<file path="src/hw/rtl/kti_pkg.sv">
// Shared types and constants for the keyframe timeline interpolator.
// No dependencies.
package kti_pkg;

  localparam int unsigned MaxKeysDefault = 64;
  localparam logic [15:0] PlaySpeedReset = 16'd256;

  typedef enum logic [1:0] {
    CMD_APPEND  = 2'd0,
    CMD_ADVANCE = 2'd1,
    CMD_SET     = 2'd2,
    CMD_NONE    = 2'd3
  } cmd_e;

  typedef enum logic [1:0] {
    ST_OK    = 2'd0,
    ST_FULL  = 2'd1,
    ST_ORDER = 2'd2,
    ST_RSVD  = 2'd3
  } status_e;

  typedef enum logic {
    CFG_SPEED   = 1'b0,
    CFG_PLAYING = 1'b1
  } cfg_e;

  // Controller to datapath commands.
  typedef struct packed {
    logic load_in;      // capture input item
    logic append_wr;    // write keyframe table
    logic count_inc;    // bump key count
    logic adv_mul;      // start advance multiply
    logic adv_add;      // saturating add into clock
    logic set_time;     // load clock from new_time
    logic search_clr;   // reset search index/found
    logic rd_issue;     // issue table read at search index
    logic search_step;  // evaluate read data for search
    logic rd_pair;      // issue read of active and next entry
    logic load_step;    // held pos <= active entry
    logic div_start;    // start fraction divide
    logic div_step;     // one divide iteration
    logic mul_x;        // x offset multiply
    logic mul_y;        // y offset multiply
    logic fin_x;        // held x <= p0 + offset
    logic fin_y;        // held y <= p0 + offset
    logic set_status_full;
    logic set_status_order;
    logic clr_status;
  } ctrl_t;

  // Datapath status back to the controller.
  typedef struct packed {
    cmd_e cmd;
    logic full;
    logic order_bad;
    logic playing;
    logic search_more;  // index still below count
    logic search_stop;  // read entry time above clock
    logic found;
    logic kind_lin;
    logic has_next;
    logic span_zero;
    logic div_done;
  } stat_t;

endpackage

</file>
<file path="src/hw/rtl/kti_ctrl.sv">
// Controller state machine sequencing one command through the datapath.
// Depends on kti_pkg.
module kti_ctrl (
  input  logic           clk_i,
  input  logic           rst_ni,
  input  logic           in_valid_i,
  output logic           in_ready_o,
  output logic           out_valid_o,
  input  logic           out_ready_i,
  input  kti_pkg::stat_t stat_i,
  output kti_pkg::ctrl_t ctrl_o
);
  import kti_pkg::*;

  typedef enum logic [3:0] {
    S_IDLE, S_DECODE, S_MUL, S_ADD, S_SRCH_RD, S_SRCH_WAIT, S_SRCH_EVAL,
    S_RD0, S_RD0_WAIT, S_RD1, S_RD1_WAIT, S_DIV, S_MX, S_FX, S_MY, S_FY
  } state_e;

  state_e state_q, state_d;
  logic   out_valid_q, out_valid_d;

  always_comb begin
    state_d     = state_q;
    out_valid_d = out_valid_q;
    ctrl_o      = '0;
    if (out_valid_q && out_ready_i) out_valid_d = 1'b0;
    case (state_q)
      S_IDLE: begin
        if (in_valid_i && (!out_valid_q || out_ready_i)) begin
          ctrl_o.load_in = 1'b1;
          state_d = S_DECODE;
        end
      end
      S_DECODE: begin
        ctrl_o.clr_status = 1'b1;
        case (stat_i.cmd)
          CMD_APPEND: begin
            if (stat_i.full) ctrl_o.set_status_full = 1'b1;
            else if (stat_i.order_bad) ctrl_o.set_status_order = 1'b1;
            else begin
              ctrl_o.append_wr = 1'b1;
              ctrl_o.count_inc = 1'b1;
            end
            out_valid_d = 1'b1;
            state_d = S_IDLE;
          end
          CMD_ADVANCE: begin
            if (stat_i.playing) begin
              ctrl_o.adv_mul = 1'b1;
              state_d = S_ADD;
            end else begin
              out_valid_d = 1'b1;
              state_d = S_IDLE;
            end
          end
          CMD_SET: begin
            ctrl_o.set_time = 1'b1;
            ctrl_o.search_clr = 1'b1;
            state_d = S_SRCH_RD;
          end
          default: begin
            out_valid_d = 1'b1;
            state_d = S_IDLE;
          end
        endcase
      end
      S_MUL: state_d = S_ADD;
      S_ADD: begin
        ctrl_o.adv_add = 1'b1;
        ctrl_o.search_clr = 1'b1;
        state_d = S_SRCH_RD;
      end
      S_SRCH_RD: begin
        if (stat_i.search_more) begin
          ctrl_o.rd_issue = 1'b1;
          state_d = S_SRCH_EVAL;
        end else if (stat_i.found) begin
          state_d = S_RD0;
        end else begin
          out_valid_d = 1'b1;
          state_d = S_IDLE;
        end
      end
      S_SRCH_EVAL: begin
        if (stat_i.search_stop) begin
          state_d = stat_i.found ? S_RD0 : S_IDLE;
          out_valid_d = !stat_i.found;
        end else begin
          ctrl_o.search_step = 1'b1;
          state_d = S_SRCH_RD;
        end
      end
      S_RD0: begin
        ctrl_o.rd_pair = 1'b1;
        state_d = S_RD0_WAIT;
      end
      S_RD0_WAIT: begin
        ctrl_o.load_step = 1'b1;
        state_d = S_RD1;
      end
      S_RD1: begin
        if (!stat_i.kind_lin || !stat_i.has_next) begin
          out_valid_d = 1'b1;
          state_d = S_IDLE;
        end else begin
          ctrl_o.rd_pair = 1'b1;
          state_d = S_RD1_WAIT;
        end
      end
      S_RD1_WAIT: begin
        if (stat_i.span_zero) begin
          out_valid_d = 1'b1;
          state_d = S_IDLE;
        end else begin
          ctrl_o.div_start = 1'b1;
          state_d = S_DIV;
        end
      end
      S_DIV: begin
        if (stat_i.div_done) state_d = S_MX;
        else ctrl_o.div_step = 1'b1;
      end
      S_MX: begin
        ctrl_o.mul_x = 1'b1;
        state_d = S_FX;
      end
      S_FX: begin
        ctrl_o.fin_x = 1'b1;
        state_d = S_MY;
      end
      S_MY: begin
        ctrl_o.mul_y = 1'b1;
        state_d = S_FY;
      end
      S_FY: begin
        ctrl_o.fin_y = 1'b1;
        out_valid_d = 1'b1;
        state_d = S_IDLE;
      end
      default: state_d = S_IDLE;
    endcase
  end

  always_ff @(posedge clk_i or negedge rst_ni) begin
    if (!rst_ni) begin
      state_q     <= S_IDLE;
      out_valid_q <= 1'b0;
    end else begin
      state_q     <= state_d;
      out_valid_q <= out_valid_d;
    end
  end

  assign in_ready_o  = (state_q == S_IDLE) && (!out_valid_q || out_ready_i);
  assign out_valid_o = out_valid_q;
endmodule

</file>
<file path="config.mk">
export PLATFORM = sky130hd
export DESIGN_NAME = kti_ctrl
export DESIGN_NICKNAME = d
export VERILOG_FILES = /design/src/hw/rtl/kti_pkg.sv /design/src/hw/rtl/kti_ctrl.sv
export SDC_FILE = /design/constraint.sdc
export NUM_CORES = 1
export LEC_CHECK = 0
export BUFFER_PORTS_ARGS = -buffer_cell sky130_fd_sc_hd__clkbuf_2
export CAP_MARGIN = 20
export CORE_MARGIN = 10
export CORE_UTILIZATION = 40
export DETAILED_ROUTE_END_ITERATION = 7
export GPL_TIMING_DRIVEN = 0
export PLACE_DENSITY = 0.72
export SYNTH_ARGS = -nofsm -noshare
export SYNTH_HDL_FRONTEND = slang
export SYNTH_SLANG_ARGS = --single-unit
</file>
<file path="constraint.sdc">
create_clock -name clk_i -period 3.6 [get_ports clk_i]
set_clock_uncertainty 0.05 [all_clocks]
set_input_delay 0.54 -clock clk_i [delete_from_list [all_inputs] [get_ports clk_i]]
set_output_delay 0.54 -clock clk_i [all_outputs]
set_load 0.1 [all_outputs]
</file>
Yosys cells after proc, flatten, opt, wreduce, memory -nomap -nowiden. Index checks and enable logic that the tools add are counted.

Input bits: 16. Word-level logic and storage cells: 83. Register bits: 5. Output and inout bits: 22.

Mux-type cells: 51. Reductions and logical operators: 12. Equality and inequality tests: 18.

Operator list (number): $pmux 4 s14 (1); $eq 4x4->1 const B (8); $mux 1 (30); $mux 4 (6); $eq 4x3->1 const B (3); $mux 2 (6); $mux 3 (3); $eq 4x2->1 const B (2); $pmux 4 s2 (1); $pmux 1 s2 (3); $pmux 1 s6 (1); $eq 4x1->1 const B (1); $logic_not 1->1 (4); $logic_not 4->1 (1); $ne 2x2->1 const B (2); $logic_and 1x1->1 (3); $eq 2x1->1 const B (1); $eq 2x2->1 const B (1); $logic_not 2->1 (1); $logic_or 1x1->1 (2); $reduce_and 2->1 (1).

Logic depth before layout (Yosys ltp).
Depth in word-level cells: 5. Mapped depth: 6. Mapped depth without buffers: 6.

Worst setup path before layout. OpenSTA, ideal clock, no wires.

Path type: reg2out. Start: reg state_q[2]. End: out ctrl_o[18] (netlist name). Arrival: 4523 ps. Buffers on the path: 1. Required time: 3010 ps. Setup slack: -1513 ps. Stages on the path, launching flop included: 5. Path through: dfrtp_1 -> nor4b_4 -> nand2_1 -> nor3_1 -> buf_4.

RTL lines: start, declared (RTL line kti_ctrl.sv:20) `state_e state_q, state_d;`; start signal, assigned (RTL line kti_ctrl.sv:150) `state_q <= state_d;`; end, declared (RTL line kti_ctrl.sv:11) `output kti_pkg::ctrl_t ctrl_o`.

==> metrics.md <==
| Metric | Value |
|---|---|
| Hold buffer count at CTS | `0` |
| Max-cap violations | `0` |
| Cells resized by post-CTS repair | `0` |
| Minimum clock period after layout | `around 2.7 ns` |
| Die outline height | `between 60 and 70 um` |
| Quantity of I/O buffers inserted on ports | `37` |
| FF+latch count, synth | `5` |
| Total non-filler cell area in the finished layout | `between 900 and 1000 um2` |
| Hold Violations, Final | `0` |
| Starting density of the core | `0.425` |
| Clock sink total | `5` |
| Total Die Area | `3950 um2` |
| Startpoint type of the worst setup path | `register` |
| Number of optimization iterations in the first detailed-route pass | `4` |
| Slew of the pin with the lowest slew margin | `0.554 ns` |
| Worst IR Drop VDD | `324 uV` |
| Worst path bufs/invs | `2` |
| Count of vias placed by the detailed router | `approximately 900` |
| Instance count of the mapped netlist | `around 100` |
| Overall die width | `62.8 um` |
| Number of buffers created by CTS | `3` |
| CP required | `around 3 ns` |
| Half-perimeter wire length of the detailed placement result | `just over 2000 um` |
| Maximum cell stage delay along the critical path | `0.48 ns` |
| Final weighted congestion of routability-driven global placement | `0.868` |
| Post-CTS setup buffer count | `0` |
| Max stage delay cell, worst path | `nor4b_4` |
| Syn nets | `123` |
| Setup repair after global routing missed its margin | `false` |
| Maximum buffer depth of the clock tree | `2` |
| Global router's overall resource usage | `0.132` |
| H-tree levels | `1` |
| Initial DRC count | `35` |
| WL final | `2530 um` |
| Number of nets at the end of the flow | `approximately 170` |
| Number of warnings printed during yosys synthesis | `0` |
| Static leakage | `about 0.00050 uW` |
| Signal arrival time at the worst endpoint | `~2.1 ns` |
| Residual DRC | `0` |
| Result of the run | `complete, no violations` |
| Path class of the lowest-slack min-delay path | `in -> async` |
| Reg2reg end | `out_valid_o` |
| Seq/Total Area, Yosys | `0.171` |
| P&R area growth vs syn | `36.0%` |
| Maximum fanout encountered on the critical timing path | `8` |
| Wire length of the first global-routing pass | `4400 um` |
| Syn Area/Cell | `about 7.1 um2` |
| Count of flip-flops with a built-in enable after synthesis | `0` |
| Share of flip-flops with an asynchronous set or reset after synthesis | `1.00` |
| Overall power consumption | `784 uW` |
| Antenna diode instance count | `0` |
| Site row count | `15` |
| Count of fill cells added during filler insertion | `about 180` |
| Overflow after GRT | `0` |
| Cell at the root of the clock tree | `clkbuf_4` |
| Initial antenna violation count | `0` |
| Area of the mapped netlist | `about 730 um2` |
| Non-filler cells in the finished layout | `~170` |
| Average via count per standard cell | `5.39` |
| Insertion delay to the later sink of the worst-skew pair | `approximately 0.24 ns` |
| Clock Pin Slew Worst Setup and Hold Paths | `roughly 0.040 ns` |
| Number of global-route vias before repair | `~930` |
| Ratio of cells with drive above 1 in the final layout | `0.368` |
| Placeable core region | `about 1700 um2` |
| CTS tree | `yes` |
| Flop-to-flop setup slack | `~1.9 ns` |
| PD cells | `786 nW/um2` |
| Critical path's top delay family | `simple AND/OR/NAND/NOR gates` |
| Crit path capture type | `primary output` |
| Tcrit/Tclk final | `0.752` |
| Library cells used by synthesis | `36` |
| Max Clock Freq | `369 MHz` |
| Chain of cells forming the critical path | `nor4b_4 > nand2_1 > nor3_4 > buf_4 > clkbuf_2` |
| Cell total after placement | `around 170` |
| Post-DP Area | `971 um2` |
| Ys flop type | `dfrtp_1` |
| Average wire length per cell after detail routing | `15.0 um` |
| Logic depth of the worst register-to-register path | `5` |
| Relative slew slack | `0.632` |
| Post-route antenna net violation count | `0` |
| Final setup violating endpoints | `0` |
| Pin count of the biggest net entering global routing | `11` |
| Critical setup path kind | `reg -> out` |
| Startpoint of the worst-slack reg-to-reg timing path | `state_q[0]` |
| I/O Pins | `38` |
| Count of final max-slew check failures | `0` |
per-layer routing:
layer / track usage / share of wire / vias to the layer above
met5: 0 / 0 / -
met4: 0.0587 / 0.025 / 0
met3: 0.0323 / 0.066 / 8
met2: 0.226 / 0.51 / 41
met1: 0.149 / 0.40 / 415
li1: - / - / 447
registers in the layout, summed over array words and instances (netlist names):
| signal | cells |
|---|---|
| state_q | 4 |
| out_valid_o | 1 |
worst max path at each step:
| stage | from | end | cells past startpoint |
|---|---|---|---|
| floorplan | state_q[2] | ctrl_o[1] | 3 |
| global placement | state_q[2] | ctrl_o[18] | 5 |
| detailed placement | state_q[2] | ctrl_o[18] | 5 |
| CTS | state_q[2] | ctrl_o[18] | 5 |
| global route | state_q[2] | ctrl_o[18] | 5 |
| finish | state_q[2] | ctrl_o[18] | 5 |
kinds of logic (layout without fill, tap and decap cells):
group,Yosys count,after routing,synth area share
muxes,1,1,0.0137
AOI/OAI and AO/OA,27,27,0.261
and+or+nand+nor,50,50,0.381
adders and majority gates,4,4,0.0683
DFF,5,5,0.171
xor gates and xnor gates,1,1,0.0119
buffers and inverters,15,56,0.0938
report_power, final:
| group | internal, uW | leakage, uW | switching (uW) |
|---|---|---|---|
| sequential | 75.6 | 0.0000654 | 21.4 |
| combinational | 148 | 0.000424 | 473 |
| clock | 41.9 | 0.0000150 | 23.3 |
| total | 266 | 0.000505 | 518 |
cells in the mapped netlist, types with 2 or more instances:
library cell | n | area [um2]
nand2_1 | 10 | 37.5
nor2_1 | 10 | 37.5
inv_1 | 8 | 30.0
nor3_1 | 8 | 40.0
a21oi_1 | 6 | 30.0
o21ai_0 | 6 | 30.0
dfrtp_1 | 5 | 125
nand2b_1 | 5 | 31.3
and3_1 | 4 | 25.0
buf_2 | 4 | 20.0
ha_1 | 4 | 50.1
a21boi_0 | 3 | 22.5
and2_1 | 2 | 12.5
buf_4 | 2 | 15.0
nand3b_1 | 2 | 15.0
nor2b_1 | 2 | 12.5
o211ai_1 | 2 | 15.0
o32a_1 | 2 | 20.0
final cells by class:
class / instances / area (um2) / share of cell area
repair buffers: 37 / 185 / 0.186
multi-input cells: 83 / 561 / 0.562
well taps: 25 / 31.3 / 0.0314
plain buffers: 7 / 38.8 / 0.0389
clock buffers: 4 / 26.3 / 0.0263
flip-flops and latches: 5 / 125 / 0.125
inverters: 8 / 30.0 / 0.0301
placed cells by master, fill, tap and decap left out, types with 2 or more instances in the layout:
cell and n:
and3_1 4, clkbuf_4 3, o21ai_0 6, ha_1 4
nor2b_1 2, nand2b_1 5, dfrtp_1 5, and2_1 2
o32a_1 2, a21oi_1 6, o211ai_1 2, clkbuf_2 37
buf_2 4, nor3_1 6, inv_1 8, a21boi_0 2
nand2_1 10, clkbuf_1 2, nor2_1 10, nand3b_1 2
buf_4 2
stage by stage:
step	utilization	TNS [ns]	setup WS, ns	hold WS (ns)
2_1_floorplan	-	-0.600	-0.252	0.194
3_3_place_gp	0.562	0	1.20	0.306
3_5_place_dp	0.562	0	1.18	0.305
4_1_cts	0.578	0	0.901	0.0416
5_1_grt	0.578	0	0.764	0.0449
6_report	0.578	0	0.892	0.0474
Power figures use the tool's default switching activity.
